==> src/rtl/ufifo_pkg.sv <==
// Shared types and codes for the unique value FIFO.
package ufifo_pkg;

   localparam int DEPTH   = 16;
   localparam int VALUE_W = 32;
   localparam int OCC_W   = $clog2(DEPTH + 1);

   typedef enum logic [0:0] {
      OP_PUSH = 1'b0,
      OP_POP  = 1'b1
   } op_type;

   typedef enum logic [1:0] {
      STATUS_DONE  = 2'd0,
      STATUS_DUP   = 2'd1,
      STATUS_FULL  = 2'd2,
      STATUS_EMPTY = 2'd3
   } status_type;

   typedef enum logic [1:0] {
      ST_IDLE,
      ST_SCAN,
      ST_POP,
      ST_FINISH
   } state_type;

   typedef struct packed {
      op_type                     op;
      logic signed [VALUE_W-1:0]  value;
   } req_type;

   typedef struct packed {
      status_type                 status;
      logic signed [VALUE_W-1:0]  popped_value;
      logic [OCC_W-1:0]           occupancy;
   } rsp_type;

endpackage

==> src/rtl/ufifo_ram.sv <==
// Entry store: one write port, one read port with registered read data.
module ufifo_ram #(
   parameter int DEPTH = 16,
   parameter int PTR_W = 4
) (
   input  logic                                 clock,
   input  logic                                 wr_en,
   input  logic [PTR_W-1:0]                     wr_addr,
   input  logic signed [ufifo_pkg::VALUE_W-1:0] wr_data,
   input  logic [PTR_W-1:0]                     rd_addr,
   output logic signed [ufifo_pkg::VALUE_W-1:0] rd_data
);

   logic signed [ufifo_pkg::VALUE_W-1:0] mem [DEPTH];
   logic signed [ufifo_pkg::VALUE_W-1:0] rd_data_ff;

   always_ff @(posedge clock) begin
      if (wr_en) begin
         mem[wr_addr] <= wr_data;
      end
   end

   always_ff @(posedge clock) begin
      rd_data_ff <= mem[rd_addr];
   end

   assign rd_data = rd_data_ff;

endmodule

==> src/rtl/unique_value_fifo.sv <==
// Top level of the unique value FIFO: sequencer, pointers and response register.
//
//   channel   direction  ports                               transaction
//   req       in         req_valid, req_stall, req_payload   one push or pop
//   rsp       out        rsp_valid, rsp_stall, rsp_payload   status, value, occupancy
//
// A push accepts the request, makes one compare per held entry against the store's
// registered read data, then writes and loads the response; a duplicate ends the
// walk early and an empty queue skips it. A pop accepts, reads the head and commits;
// a pop on an empty queue skips the head read.
// Reset clears pointers, count, sequencer and response valid, but not the store.
// A stalled response holds in its register; the next transaction waits in its final step.
module unique_value_fifo (
   input  logic                clock,
   input  logic                reset,
   input  logic                req_valid,
   output logic                req_stall,
   input  ufifo_pkg::req_type  req_payload,
   output logic                rsp_valid,
   input  logic                rsp_stall,
   output ufifo_pkg::rsp_type  rsp_payload
);

   localparam int DEPTH = ufifo_pkg::DEPTH;
   localparam int PTR_W = (DEPTH > 1) ? $clog2(DEPTH) : 1;
   localparam int CNT_W = $clog2(DEPTH + 1);
   localparam logic [PTR_W-1:0] LAST_SLOT = PTR_W'(DEPTH - 1);
   localparam logic [CNT_W-1:0] FULL_COUNT = CNT_W'(DEPTH);

   // Sequencer and pointer state
   ufifo_pkg::state_type   state_ff, state_in;
   logic [PTR_W-1:0]       head_ff, head_in;
   logic [PTR_W-1:0]       tail_ff, tail_in;
   logic [CNT_W-1:0]       count_ff, count_in;
   logic [PTR_W-1:0]       scan_ptr_ff, scan_ptr_in;
   logic [CNT_W-1:0]       left_ff, left_in;

   // Latched transaction and its outcome
   ufifo_pkg::op_type                    op_ff, op_in;
   logic signed [ufifo_pkg::VALUE_W-1:0] value_ff, value_in;
   ufifo_pkg::status_type                status_ff, status_in;
   logic signed [ufifo_pkg::VALUE_W-1:0] popped_ff, popped_in;

   // Response register
   logic                 rsp_valid_ff, rsp_valid_in;
   ufifo_pkg::rsp_type   rsp_ff, rsp_in;

   // Store ports
   logic                                 wr_en;
   logic [PTR_W-1:0]                     rd_addr;
   logic signed [ufifo_pkg::VALUE_W-1:0] rd_data;

   logic req_take;
   logic out_free;
   logic match;

   function automatic logic [PTR_W-1:0] next_slot(input logic [PTR_W-1:0] idx);
      next_slot = (idx == LAST_SLOT) ? '0 : idx + PTR_W'(1);
   endfunction

   assign req_stall = (state_ff != ufifo_pkg::ST_IDLE);
   assign req_take  = req_valid && !req_stall;
   assign out_free  = !rsp_valid_ff || !rsp_stall;
   assign match     = (rd_data == value_ff);

   // Read the head when idle so a pop or the first compare has data next cycle.
   assign rd_addr = (state_ff == ufifo_pkg::ST_IDLE) ? head_ff : scan_ptr_ff;

   ufifo_ram #(
      .DEPTH (DEPTH),
      .PTR_W (PTR_W)
   ) u_ram (
      .clock   (clock),
      .wr_en   (wr_en),
      .wr_addr (tail_ff),
      .wr_data (value_ff),
      .rd_addr (rd_addr),
      .rd_data (rd_data)
   );

   // Next state
   always_comb begin
      state_in = state_ff;
      case (state_ff)
         ufifo_pkg::ST_IDLE: begin
            if (req_take) begin
               if (count_ff == '0) begin
                  state_in = ufifo_pkg::ST_FINISH;
               end else if (req_payload.op == ufifo_pkg::OP_POP) begin
                  state_in = ufifo_pkg::ST_POP;
               end else begin
                  state_in = ufifo_pkg::ST_SCAN;
               end
            end
         end
         ufifo_pkg::ST_SCAN: begin
            if (match || (left_ff == CNT_W'(1))) begin
               state_in = ufifo_pkg::ST_FINISH;
            end
         end
         ufifo_pkg::ST_POP: begin
            state_in = ufifo_pkg::ST_FINISH;
         end
         ufifo_pkg::ST_FINISH: begin
            if (out_free) begin
               state_in = ufifo_pkg::ST_IDLE;
            end
         end
         default: begin
            state_in = ufifo_pkg::ST_IDLE;
         end
      endcase
   end

   // Datapath control
   always_comb begin
      head_in      = head_ff;
      tail_in      = tail_ff;
      count_in     = count_ff;
      scan_ptr_in  = scan_ptr_ff;
      left_in      = left_ff;
      op_in        = op_ff;
      value_in     = value_ff;
      status_in    = status_ff;
      popped_in    = popped_ff;
      rsp_valid_in = rsp_valid_ff && rsp_stall;
      rsp_in       = rsp_ff;
      wr_en        = 1'b0;
      case (state_ff)
         ufifo_pkg::ST_IDLE: begin
            if (req_take) begin
               op_in       = req_payload.op;
               value_in    = req_payload.value;
               popped_in   = '0;
               scan_ptr_in = next_slot(head_ff);
               left_in     = count_ff;
               if (count_ff == '0) begin
                  status_in = (req_payload.op == ufifo_pkg::OP_POP) ?
                              ufifo_pkg::STATUS_EMPTY : ufifo_pkg::STATUS_DONE;
               end else begin
                  status_in = ufifo_pkg::STATUS_DONE;
               end
            end
         end
         ufifo_pkg::ST_SCAN: begin
            // Compare the entry read last cycle; issue the next read.
            if (match) begin
               status_in = ufifo_pkg::STATUS_DUP;
            end else if (left_ff == CNT_W'(1)) begin
               status_in = (count_ff == FULL_COUNT) ?
                           ufifo_pkg::STATUS_FULL : ufifo_pkg::STATUS_DONE;
            end else begin
               scan_ptr_in = next_slot(scan_ptr_ff);
               left_in     = left_ff - CNT_W'(1);
            end
         end
         ufifo_pkg::ST_POP: begin
            popped_in = rd_data;
         end
         ufifo_pkg::ST_FINISH: begin
            if (out_free) begin
               if (status_ff == ufifo_pkg::STATUS_DONE) begin
                  if (op_ff == ufifo_pkg::OP_PUSH) begin
                     wr_en    = 1'b1;
                     tail_in  = next_slot(tail_ff);
                     count_in = count_ff + CNT_W'(1);
                  end else begin
                     head_in  = next_slot(head_ff);
                     count_in = count_ff - CNT_W'(1);
                  end
               end
               rsp_valid_in        = 1'b1;
               rsp_in.status       = status_ff;
               rsp_in.popped_value = popped_ff;
               rsp_in.occupancy    = ufifo_pkg::OCC_W'(count_in);
            end
         end
         default: begin
            status_in = status_ff;
         end
      endcase
   end

   always_ff @(posedge clock) begin
      if (reset) begin
         state_ff     <= ufifo_pkg::ST_IDLE;
         head_ff      <= '0;
         tail_ff      <= '0;
         count_ff     <= '0;
         rsp_valid_ff <= 1'b0;
      end else begin
         state_ff     <= state_in;
         head_ff      <= head_in;
         tail_ff      <= tail_in;
         count_ff     <= count_in;
         rsp_valid_ff <= rsp_valid_in;
      end
   end

   always_ff @(posedge clock) begin
      scan_ptr_ff <= scan_ptr_in;
      left_ff     <= left_in;
      op_ff       <= op_in;
      value_ff    <= value_in;
      status_ff   <= status_in;
      popped_ff   <= popped_in;
      rsp_ff      <= rsp_in;
   end

   assign rsp_valid   = rsp_valid_ff;
   assign rsp_payload = rsp_ff;

`ifndef SYNTHESIS
   a_count_bound: assert property (@(posedge clock) disable iff (reset)
      count_ff <= FULL_COUNT)
      else $error("held count exceeds depth");

   a_ptr_meet: assert property (@(posedge clock) disable iff (reset)
      (count_ff == '0 || count_ff == FULL_COUNT) |-> (head_ff == tail_ff))
      else $error("head and tail disagree with held count");

   a_rsp_from_finish: assert property (@(posedge clock) disable iff (reset)
      $rose(rsp_valid_ff) |-> ($past(state_ff) == ufifo_pkg::ST_FINISH))
      else $error("response loaded outside the final step");

   a_scan_in_range: assert property (@(posedge clock) disable iff (reset)
      (state_ff == ufifo_pkg::ST_SCAN) |-> (left_ff != '0 && left_ff <= count_ff))
      else $error("compare walk out of range");
`endif

endmodule

==> config.mk <==
export PLATFORM = sky130hd
export DESIGN_NAME = unique_value_fifo
export DESIGN_NICKNAME = d
export VERILOG_FILES = /design/src/rtl/ufifo_pkg.sv /design/src/rtl/ufifo_ram.sv /design/src/rtl/unique_value_fifo.sv
export SDC_FILE = /design/constraint.sdc
export NUM_CORES = 1
export LEC_CHECK = 0
export ABC_AREA = 1
export BUFFER_PORTS_ARGS = -buffer_cell sky130_fd_sc_hd__buf_2
export CORE_MARGIN = 2
export CORE_UTILIZATION = 35
export CTS_BUF_LIST = sky130_fd_sc_hd__clkbuf_2
export DETAILED_ROUTE_END_ITERATION = 12
export PLACE_DENSITY_LB_ADDON = 0.1
export SLEW_MARGIN = 20
export SYNTH_ARGS = -nofsm -noshare
export SYNTH_HDL_FRONTEND = slang
export SYNTH_SLANG_ARGS = --single-unit
export TNS_END_PERCENT = 100
==> constraint.sdc <==
create_clock -name clock -period 11.5 [get_ports clock]
set_input_delay 0.575 -clock clock [delete_from_list [all_inputs] [get_ports clock]]
set_output_delay 0.575 -clock clock [all_outputs]
set_load 0.03 [all_outputs]
# After elaboration in Yosys (flattened, before gate mapping)
# Memory sizes are Yosys's and may differ from the RTL's. A register that Yosys moved wholly into a read port is not among the register bits.
# Index checks and enable logic that the tools add are counted.
[op_classes]
n_mux = 37
n_lt_le_gt_ge = 0
bitwise = 1
n_shift = 0
n_addsub = 6
mul = 0
div_mod_pow = 0
n_reduce_logical = 21
n_eq_ne = 15
[op_table]
columns = ["operator", "count"]
rows = [
  ["case mux 32 bit (2 select lines)", 1],
  ["== test 32 bit", 1],
  ["two-way mux 32 bit", 1],
  ["two-way mux 4 bit", 7],
  ["two-way mux 5 bit", 5],
  ["two-way mux 2 bit", 11],
  ["adder 4 x 1 -> 4 bit, second input constant", 3],
  ["== test 4 bit, second input constant", 3],
  ["AND reduction 4 bit", 3],
  ["inequality test 2 bit, second input constant", 5],
  ["case mux 5 bit (2 select lines)", 1],
  ["subtractor 5 x 1 -> 5 bit, second input constant", 2],
  ["two-way mux 1 bit", 8],
  ["case mux 2 bit (4 select lines)", 1],
  ["case mux 4 bit (2 select lines)", 1],
  ["AND reduction 2 bit", 3],
  ["AND reduction 3 bit", 2],
  ["nonzero test 2 bit", 3],
  ["adder 5 x 1 -> 5 bit, second input constant", 1],
  ["== test 5 x 1 -> 1 bit, second input constant", 1],
  ["== test 5 bit, second input constant", 1],
  ["zero test 5 bit", 1],
  ["== test 2 bit, second input constant", 2],
  ["zero test 2 bit", 2],
  ["7 further kinds", 11],
]
[totals]
romBits = 0
regBits = 131
memories = 1
input_bits = 37
latchBits = 0
out_inout_bits = 41
ramBits = 512
[mem_list]
columns = ["name", "words", "word_bits", "read_ports", "rd_ports_with_merged_regs", "wr", "line", "source"]
rows = [
  ["u_ram.mem", 16, 32, 1, 1, 1, "ufifo_ram.sv:14", "logic signed [ufifo_pkg::VALUE_W-1:0] mem [DEPTH];"],
]

# Longest topological paths before layout
# Gate-level depths: netlist (run 1).
[logic_depth]
word_depth = 6
ltp_mapped = 13

# Hierarchy
# A second synthesis (run 1) with hierarchy kept.
[hier_totals]
cells_unflattened = 2590
area_unflattened_um2 = 28242.1
[modules_own_cells]
columns = ["module", "instances", "cells_per_inst", "seq_area_each_um2", "area_each_um2"]
rows = [
  ["ufifo_ram", 1, 2120, 16015.4, 22730.6],
  ["unique_value_fifo", 1, 470, 3773.6, 5511.5],
]

# Worst setup path before layout (run 1)
# OpenSTA, ideal clock, no wires.
[synth_timing]
path_kind = "input to register"
from = "input port rsp_stall"
to = "memory u_ram.mem[11][0] (netlist bit) (enable)"
path_buffers = 0
required_ns = 11.079
cell_stages = 11
setup_slack_ns = 7.121
arrival_time_ns = 3.958
setup_ns = 0.421
path_cell_list = "nand2_1 > inv_1 > nor2_2 > inv_1 > nor2_1 > inv_2 > nor2_4 > inv_2 > nor2_2 > nand2_1 > nor2_1"
[synth_via]
elab_chain_len = 6
[synth_lines]
columns = ["item", "line", "source"]
rows = [
  ["from (decl)", "unique_value_fifo.sv:20", "input logic rsp_stall,"],
  ["zero test 1 bit", "unique_value_fifo.sv:63", "assign out_free = !rsp_valid_ff || !rsp_stall;"],
  ["logical OR 1 bit", "unique_value_fifo.sv:63", ""],
  ["two-way mux 1 bit", "unique_value_fifo.sv:161", "if (out_free) begin"],
  ["two-way mux 1 bit", "unique_value_fifo.sv:129", "case (state_ff)"],
  ["two-way mux 1 bit", "ufifo_ram.sv:18", "if (wr_en) begin"],
  ["two-way mux 1 bit (implied by the code)", "ufifo_ram.sv:19", "mem[wr_addr] <= wr_data;"],
  ["to (decl)", "ufifo_ram.sv:14", ""],
]
# No other way between the ends.

# Final worst setup path (run 1)
[layout_timing]
from = "register state_ff[0]"
to = "register u_ram.rd_data_ff, in the netlist u_ram.rd_data[25], read port of u_ram.mem"
[layout_via]
elab_chain_len = 2
[layout_lines]
columns = ["item", "line", "source"]
rows = [
  ["from (decl)", "unique_value_fifo.sv:31", "ufifo_pkg::state_type state_ff, state_in;"],
  ["from (signal assigned)", "unique_value_fifo.sv:186", "state_ff <= ufifo_pkg::ST_IDLE;"],
  ["from (signal assigned)", "unique_value_fifo.sv:192", "state_ff <= state_in;"],
  ["zero test 2 bit", "unique_value_fifo.sv:67", "assign rd_addr = (state_ff == ufifo_pkg::ST_IDLE) ? head_ff : scan_ptr_ff;"],
  ["two-way mux 4 bit", "unique_value_fifo.sv:67", ""],
  ["to (decl)", "ufifo_ram.sv:15", "logic signed [ufifo_pkg::VALUE_W-1:0] rd_data_ff;"],
]
# No other way between the ends.
# A chain may end at the register's enable or synchronous reset.

==> impl_metrics.yaml, run 1 <==
sta:
  max_slew_margin_pct: 28.12
  skew_ns: 0.05851
  finalHoldViolCount: 0
  setup_violations: 0
  period_share_pct: 37.70
  rsz0062_at_grt: "false"
  min_period_ns: 4.335
  fmax_mhz: 230.7
  report.final.slew_viol_count: 0
  setup-tns-final_ns: 0
  setup_ws_ns: 7.165
  whs_ns: 0.3042
  tightest_slew_ns: 1.078
clock_tree:
  post_cts_buffers: 0
  htree_levels: 4
  clk_pin_slew_ns: 0.10
  cts_resized: 0
  ctsHoldBuffers: 71
  clock-sinks: 675
  cts_tree: "built"
  insertion_delay_ns: 1.29
  max-clock-path-buffers: 3
  numCtsBuffers: 177
  clock-root-buffer: "clkbuf_2"
setup_path:
  reg2reg_slack_ns: 7.16
  cp_max_fo: 207
  worst-path-stages: 12
  cp-start-kind: "flop"
  ff2ff_path_depth: 12
  crit_start: "state_ff[0]"
  path_buf_inv: 5
  cp.arrival_ns: 5.49
  cp-endpoint: "u_ram.rd_data[25]"
  required_ns: 12.66
  crit_type: "reg -> reg"
  crit_family: "buffers and inverters"
  worst_path_max_delay_cell: "buf_4"
  reg2reg_from: "state_ff[0]"
  crit_chain: "inv_1 -> ha_1 -> inv_2 -> o21ai_4 -> buf_4 -> buf_12 -> buf_4 -> a21oi_1 -> o21ai_0 -> nand2_1 -> o221ai_1 -> nand2_1"
  worst_setup_path_end_kind: "flop"
  cp_slowest_stage_delay_ns: 0.88
  rr_endpoint: "u_ram.rd_data[25]"
layout:
  layout-drive-gt1-share_pct: 17.42
  syn2layout_area_growth_pct: 14.79
  num-fill-cells: 7295
  utilization_pct: 40.62
  final_nets: 2448
yosys:
  syn_area_um2: 26870
  syn_area_per_cell_um2: 12.53
  synth_cells: 2145
  yosysSeqAreaShare_pct: 73.63
  synth_cell_types: 30
  synth-seq-cells: 675
  yosys_warnings: 0
  mappedNetlistNets: 2198
global_route:
  grt_util_all_layers_pct: 17.55
  antenna_found_initial: 1
  grt_pass1_wl_um: 101300
  overflow: 0
  first_global_vias: 16310
  grt_max_degree: 208
  use_met2_pct: 27.69
  grtUsageMet3_pct: 3.758
  gr-usage-met1_pct: 23.87
  busiest_layer: "met2"
place:
  dpl.hpwl_um: 34440
  io_buffers: 77
  place.gp.congestion: 0.7635
  dp_slack_ns: 7.196
floorplanning:
  die_y_um: 281.1
  initial_core_util_pct: 35.38
  fp-row-count: 101
  coreArea_um2: 75950
  die_w_um: 281.1
  ios: 78
  dieArea_um2: 79020
pwr:
  switching_share_pct: 36.81
  share_seq_of_total_power_pct: 46.6
  clkPwrFrac_pct: 24.9
  p_int_uw: 4356
  ir_drop_mv: 0.1461
  leakagePower_uw: 0.01179
  p_switching_uw: 2538
  p_comb_share_pct: 28.4
  p_per_area_nw_per_um2: 223.5
route:
  via_per_inst: 4.668
  final_antenna_net_count: 0
  drt_iter0_markers: 1268
  wire_per_inst_um: 19.12
  firstDrtPassIters: 5
  drcViolationCount: 0
  num_vias: 16654
  wl_um: 68210
job:
  maxCapViolCount: 0
run_status:
  run_status: "complete, no violations"
hold_path:
  hold_path_class: "in -> reg"
[power by group through the flow]
stage / combinational, uW / sequential, uW / clock, uW
final: 1960 / 3210 / 1720
after global routing: 2230 / 3250 / 1920
after CTS: 1990 / 3220 / 1800
after detailed placement: 1970 / 3270 / 0
after global placement: 1960 / 3270 / 0
after floorplan: 1420 / 3230 / 0
[flip-flops by register name, summed over array words and instances, names as in the netlist]
signal         flops
state_ff           2
tail_ff            4
count_ff           5
status_ff          2
head_ff            4
rsp_valid          1
u_ram.mem        512
popped_ff         32
left_ff            5
value_ff          32
rsp_payload       39
u_ram.rd_data     32
op_ff              1
scan_ptr_ff        4
[area by class of cell]
cell class | count | area, um2 | area share [%]
multi-input combinational | 1021 | 5441 | 17.64
clock buffer | 291 | 1456 | 4.721
inverter | 338 | 1269 | 4.113
clock inverter | 30 | 225.2 | 0.7301
timing repair buffer | 182 | 1376 | 4.462
antenna | 1 | 2.502 | 0.008112
sequential | 675 | 19790 | 64.15
tap | 1030 | 1289 | 4.178
[layer usage]
metal	wire, um	up-vias
li1	-	8147
met1	31900	8003
met2	31570	395
met3	3439	109
met4	1306	0
met5	0	-
[worst register-to-register path: stages (launching register included)]
cell      delay, ns
dfxtp_1        0.34
inv_1          0.11
ha_1           0.49
inv_2          0.18
o21ai_4        0.15
buf_4          0.59
buf_12         0.59
buf_4          1.11
a21oi_1        0.15
o21ai_0        0.13
nand2_1        0.09
o221ai_1       0.23
nand2_1        0.07
[how the worst min path moves through the flow]
stage,from,slack (ns),cells after the start,endpoint
floorplan,popped_ff[5],0.40,0,rsp_payload[10]
global placement,popped_ff[2],0.40,0,rsp_payload[7]
detailed placement,popped_ff[4],0.41,0,rsp_payload[9]
CTS,req_payload[32],0.09,4,status_ff[1]
global route,req_payload[32],0.18,4,status_ff[1]
finish,req_payload[32],0.30,4,status_ff[1]
[cells in the final DEF (no fill, tap or decap), types with 14 or more instances in the layout]
cell | synthesis | routed
o211ai_1 | 74 | 74
nand2_1 | 280 | 278
buf_2 | 71 | 77
a21oi_1 | 200 | 200
dfxtp_1 | 48 | 48
o221ai_1 | 27 | 27
nor2_1 | 44 | 28
dlygate4sd3_1 | 0 | 71
ha_1 | 15 | 14
o21ai_0 | 182 | 181
clkinv_1 | 0 | 22
edfxtp_1 | 627 | 627
buf_4 | 8 | 32
clkbuf_2 | 0 | 291
o21ai_1 | 27 | 26
nand3_1 | 123 | 123
inv_1 | 334 | 332
nor2_4 | 1 | 18
xnor2_1 | 28 | 28
[synth_stat cells, drive strengths merged]
library cell | number | area share [%]
fa | 1 | 0.074
nand4 | 2 | 0.047
o21ai | 210 | 4.0
o22ai | 1 | 0.023
dfxtp | 48 | 3.6
o21bai | 1 | 0.028
o2bb2ai | 1 | 0.033
clkbuf | 29 | 0.41
buf | 82 | 1.6
nand2 | 280 | 3.9
a211oi | 1 | 0.028
xor2 | 6 | 0.20
nor2 | 48 | 0.73
inv | 338 | 4.7
edfxtp | 627 | 70
ha | 15 | 0.70
o221ai | 27 | 0.88
o211ai | 74 | 2.1
nand3 | 123 | 2.3
a21oi | 200 | 3.7
a31oi | 1 | 0.023
nor3 | 2 | 0.037
xnor2 | 28 | 0.91
[through the flow]
step	instance area (um2)	instances	total power (uW)
floorplan	26870	2145	4651
global placement	28430	3174	5228
detailed placement	28430	3174	5242
CTS	30830	3566	7008
global route	30850	3568	7399
finish	30850	3568	6894
[cells by family (layout without fill, tap and decap cells)]
logic type	after synthesis	in the layout	synth area share, %
XOR/XNOR	34	34	1.108
other	0	1	0
AO/OA/AOI/OAI	516	516	10.76
buffers and inverters	449	841	6.713
adder cells (fa/ha/maj)	16	16	0.7729
AND/OR/NAND/NOR	455	455	7.012
flip-flops	675	675	73.63
Power figures use the tool's default switching activity.
==> run 2, diff against run 1 <==
Clock period 11.5 ns to 3.51 ns, I/O delays scaled along.
==> impl_metrics.yaml, run 2 (same netlist as run 1, synthesis figures left out) <==
clock_tree:
  numCtsBuffers: 181
  clk_pin_slew_ns: 0.11
  clock-sinks: 675
  clock-root-buffer: "clkbuf_2"
  max-clock-path-buffers: 3
  insertion_delay_ns: 1.36
  cts_resized: 0
  cts_tree: "built"
  htree_levels: 4
sta:
  finalHoldViolCount: 0
  setup_violations: 0
  report.final.slew_viol_count: 0
  rsz0062_at_grt: "false"
  setup_ws_ns: 0.6198
  skew_ns: 0.1130
  tightest_slew_ns: 0.8643
  whs_ns: 0.2926
  max_slew_margin_pct: 42.38
  setup-tns-final_ns: 0
  fmax_mhz: 346.0
  period_share_pct: 82.34
  min_period_ns: 2.890
layout:
  final_cell_count_no_fill: 3645
  final_cell_mix: "627 x edfxtp_1, 332 x inv_1, 284 x clkbuf_2"
  layout.cells.most_common: "edfxtp_1"
  layout-drive-gt1-share_pct: 18.17
  final_nets: 2518
  largest_reg_flops: 512
  syn2layout_area_growth_pct: 17.88
  regMostFlops: "u_ram.mem"
setup_path:
  required_ns: 3.33
  reg2reg_slack_ns: 0.72
  cp.arrival_ns: 2.71
  cp_max_fo: 11
  cp-start-kind: "flop"
  worst_setup_path_end_kind: "output pin"
  crit_type: "reg -> out"
global_route:
  grt_max_degree: 91
  grt_util_all_layers_pct: 17.88
  antenna_found_initial: 3
  overflow: 0
  grt_pass1_wl_um: 103300
  first_global_vias: 16818
place:
  io_buffers: 77
  dpl.hpwl_um: 37950
  dp_slack_ns: 0.7489
  placedCellCount: 3205
  place.gp.congestion: 0.7668
route:
  wire_per_inst_um: 19.02
  via_per_inst: 4.682
  firstDrtPassIters: 6
  drt_iter0_markers: 1088
  num_vias: 17066
  drcViolationCount: 0
  wl_um: 69330
  final_antenna_net_count: 0
floorplanning:
  initial_core_util_pct: 35.38
  die_y_um: 281.1
  ios: 78
  die_w_um: 281.1
  fp-row-count: 101
  dieArea_um2: 79020
  coreArea_um2: 75950
pwr:
  p_per_area_nw_per_um2: 727.8
  ir_drop_mv: 0.4471
  power.total_uw: 23060
  leakagePower_uw: 0.01215
hold_path:
  hold_path_class: "in -> reg"
job:
  maxCapViolCount: 0
run_status:
  run_status: "complete, no violations"
-- run 2: final timing paths --
kind | from | end | cells past startpoint
worst min register to register | popped_ff[0] | rsp_payload[5] | 0
worst min-delay path | req_payload[32] | op_ff | 3
worst max register to register | state_ff[0] | u_ram.rd_data[15] | 11
worst max-delay path | state_ff[1] | req_stall | 4
-- run 2: worst max-delay path, stage by stage (launching register included) --
cell and delay (ns):
dfxtp_1 0.34, inv_1 0.10, ha_1 0.48, inv_2 0.20, buf_2 0.24
-- run 2: metrics by stage --
stage	cell area [um2]	util [%]
after CTS	31680	41.71
after global routing	31680	41.71
after global placement	28890	38.04
final	31680	41.71
after floorplan	26920	-
after detailed placement	28890	38.04
-- run 2: repair_timing --
item	CTS	global route
hold buffers	107	0
endpoints found under the hold margin	218	0
buffers inserted	0	0
-- run 2: cell type report --
| type | count | area (um2) |
|---|---|---|
| diodes | 1 | 2.502 |
| clock buffers | 284 | 1421 |
| clock inverters | 48 | 292.8 |
| fillers | 7294 | 44270 |
| inverters | 338 | 1269 |
| multi-input cells | 1021 | 5441 |
| flip-flops and latches | 675 | 19790 |
| well taps | 1030 | 1289 |
| repair buffers | 248 | 2175 |
-- run 2: power by group --
part	internal, uW	switching [uW]	leakage [uW]	total (uW)
clock network	2370	3270	0.00132	5640
logic	2270	4670	0.00474	6940
registers	9880	607	0.00609	10500
-- run 2: metal layers --
metal | wire length [um] | share of wire (%) | global-route usage [%]
met1 | 32100 | 46 | 23.90
met2 | 32420 | 47 | 28.22
met3 | 3183 | 4.6 | 3.982
met4 | 1636 | 2.4 | 7.226
met5 | 0 | 0 | 0
==> run 3, diff against run 2 <==
Settings changed: ABC_AREA 1 to 0.
Clock period 3.51 ns to 2.7 ns, I/O delays scaled along.
==> impl_metrics.yaml, run 3 <==
yosys:
  syn_area_per_cell_um2: 20.06
  synth_top_area_share_pct: 73.66
  syn_area_um2: 25560
  synthFlopType: "edfxtp_1"
  yosysTopAreaCell: "edfxtp_1"
  synth_most_common_cell: "edfxtp_1"
  synthArstFlopShare_pct: 0
  yosys_warnings: 0
  synth-seq-cells: 675
  yosysSeqAreaShare_pct: 77.42
  mappedNetlistNets: 1327
  synth_area_leaders: "edfxtp_1 74%, mux4_2 11%, dfxtp_1 3.8%"
  synth_cells: 1274
  synth_cell_types: 43
  synth-edff-count: 627
  synth.cells.most_frequent: "627 x edfxtp_1, 128 x mux4_2, 77 x nand2_1, 65 x and2_1, 48 x dfxtp_1"
route:
  final_antenna_net_count: 0
  met1_length_um: 29410
  firstDrtPassIters: 5
  drcViolationCount: 0
  top_layer_used: "met4"
  wire_per_inst_um: 23.31
  via_per_inst: 4.844
  wl_met3_um: 2683
  wl_um: 65350
  num_vias: 13578
  drt_iter0_markers: 966
  met2_length_um: 31690
pwr:
  power.total_uw: 28740
  ir_drop_mv: 0.4551
  p_per_area_nw_per_um2: 917.9
  leakagePower_uw: 0.01086
run_status:
  run_status: "complete, no violations"
global_route:
  first_global_vias: 14298
  overflow: 0
  antenna_found_initial: 4
  grt_util_all_layers_pct: 17.72
  grt_pass1_wl_um: 94090
  grt_max_degree: 41
setup_path:
  crit_chain: "buf_12 -> xor2_1 -> nor4_1 -> buf_4 -> nand4_1 -> o21ai_0 -> a21boi_0 -> buf_4"
  crit_family: "simple AND/OR/NAND/NOR gates"
  cp-start-kind: "flop"
  reg2reg_from: "value_ff[24]"
  ff2ff_path_depth: 8
  rr_endpoint: "left_ff[1]"
  reg2reg_slack_ns: 0.18
  cp.arrival_ns: 3.55
  cp_slowest_stage_delay_ns: 0.42
  crit_type: "reg -> reg"
  worst_path_max_delay_cell: "edfxtp_1"
  cp_max_fo: 11
  path_buf_inv: 3
  required_ns: 3.73
  cpMostUsedCell: "buf_4"
  worst_setup_path_end_kind: "flop"
hold_path:
  hold_path_end: "value_ff[3]"
  min-delay-start: "req_valid"
  hold_depth: 4
  hold_path_class: "in -> reg"
place:
  io_buffers: 77
  placedCellCount: 2362
  dpl.hpwl_um: 36930
  place.gp.congestion: 0.7213
floorplanning:
  die_w_um: 274.3
  fp-row-count: 99
  die_y_um: 274.3
  ios: 78
  initial_core_util_pct: 35.22
  dieArea_um2: 75210
  coreArea_um2: 72590
layout:
  syn2layout_area_growth_pct: 22.48
  final_cell_mix: "627 x edfxtp_1, 288 x clkbuf_2, 128 x mux4_2"
  layout.cells.most_common: "edfxtp_1"
  num-fill-cells: 6578
  final_nets: 1747
  largest_reg_flops: 512
  regMostFlops: "u_ram.mem"
  final_cell_count_no_fill: 2803
  layout-drive-gt1-share_pct: 35.60
clock_tree:
  insertion_delay_ns: 1.33
  numCtsBuffers: 180
  htree_levels: 4
  clock-root-buffer: "clkbuf_2"
  clk_pin_slew_ns: 0.10
  clock-sinks: 675
  cts_tree: "built"
  max-clock-path-buffers: 3
sta:
  min_period_ns: 2.517
  finalHoldViolCount: 0
  period_share_pct: 93.22
  setup-tns-final_ns: 0
  report.final.slew_viol_count: 0
  tightest_slew_ns: 0.8423
  max_slew_margin_pct: 43.85
  fmax_mhz: 397.3
  setup_violations: 0
  skew_ns: 0.08123
job:
  maxCapViolCount: 0
[run 3: cell count changes after synthesis, moves of 29 or more]
cell	delta
a211oi_1	+32
a21oi_1	-184
a31oi_1	+35
and2_1	+65
buf_2	-57
inv_1	-321
mux4_2	+128
nand2_1	-203
nand3_1	-114
o211ai_1	-73
o21ai_0	-178
xor2_1	+29
[run 3: cell type report]
class	count	area (um2)	share of cell area, %
sequential	675	19790	63.21
multi-input combinational	528	5634	18.00
timing repair buffer	296	2922	9.331
clock buffer	288	1441	4.604
tap	959	1200	3.832
clock inverter	40	261.5	0.8352
inverter	13	48.80	0.1559
antenna	4	10.01	0.03197
[run 3: repair_timing]
action	4_1_cts	5_1_grt
pin swaps	0	1
endpoints found under the setup margin	1	13
endpoints found under the hold margin	678	0
resized for setup	8	0
setup buffers	1	2
hold buffers	106	0
[run 3: routing by layer]
metal	vias up	global-route usage, %
met5	-	0
met4	0	7.180
met3	106	3.993
met2	318	28.45
met1	7046	23.40
li1	6108	-
[run 3: power breakdown]
part	internal, uW	switching (uW)
clock	3100	4190
sequential	12800	589
combinational	3700	4380
total	19600	9160
[run 3: how the worst max path moves through the flow]
stage               slack [ns]  cells past startpoint          from               to
detailed placement        0.08                      7  value_ff[24]       left_ff[0]
finish                    0.18                      8  value_ff[24]       left_ff[1]
global route            -0.003                      5   state_ff[0]        req_stall
global placement           0.1                      7  value_ff[24]       left_ff[3]
CTS                      0.003                      5   state_ff[0]        req_stall
floorplan                -0.08                      5   state_ff[0]  u_ram.mem[3][0]
[run 3: metrics by stage]
stage / hold slack, ns / worst slack, ns / util (%) / instance area, um2
2_1_floorplan: 0.2339 / -0.07878 / - / 25660
3_3_place_gp: 0.3116 / 0.09944 / 39.22 / 28470
3_5_place_dp: 0.3131 / 0.08236 / 39.22 / 28470
4_1_cts: 0.1039 / 0.003446 / 43.08 / 31270
5_1_grt: 0.1526 / -0.003235 / 43.13 / 31310
6_report: 0.2853 / 0.1831 / 43.13 / 31310
[run 3: worst register-to-register path, cell delays in order (launching register included)]
cell and delay, ns:
edfxtp_1 0.42, buf_12 0.16, xor2_1 0.21, nor4_1 0.32
buf_4 0.17, nand4_1 0.25, o21ai_0 0.39, a21boi_0 0.14
buf_4 0.20
[run 3: logic make-up after synthesis]
| logic type | share of synthesized area [%] |
|---|---|
| flip-flops | 77.42 |
| XOR/XNOR | 1.542 |
| multiplexers | 11.85 |
| AND/OR/NAND/NOR | 4.175 |
| adder cells (fa/ha/maj) | 0.8125 |
| buffers and inverters | 1.361 |
| AO/OA/AOI/OAI | 2.844 |
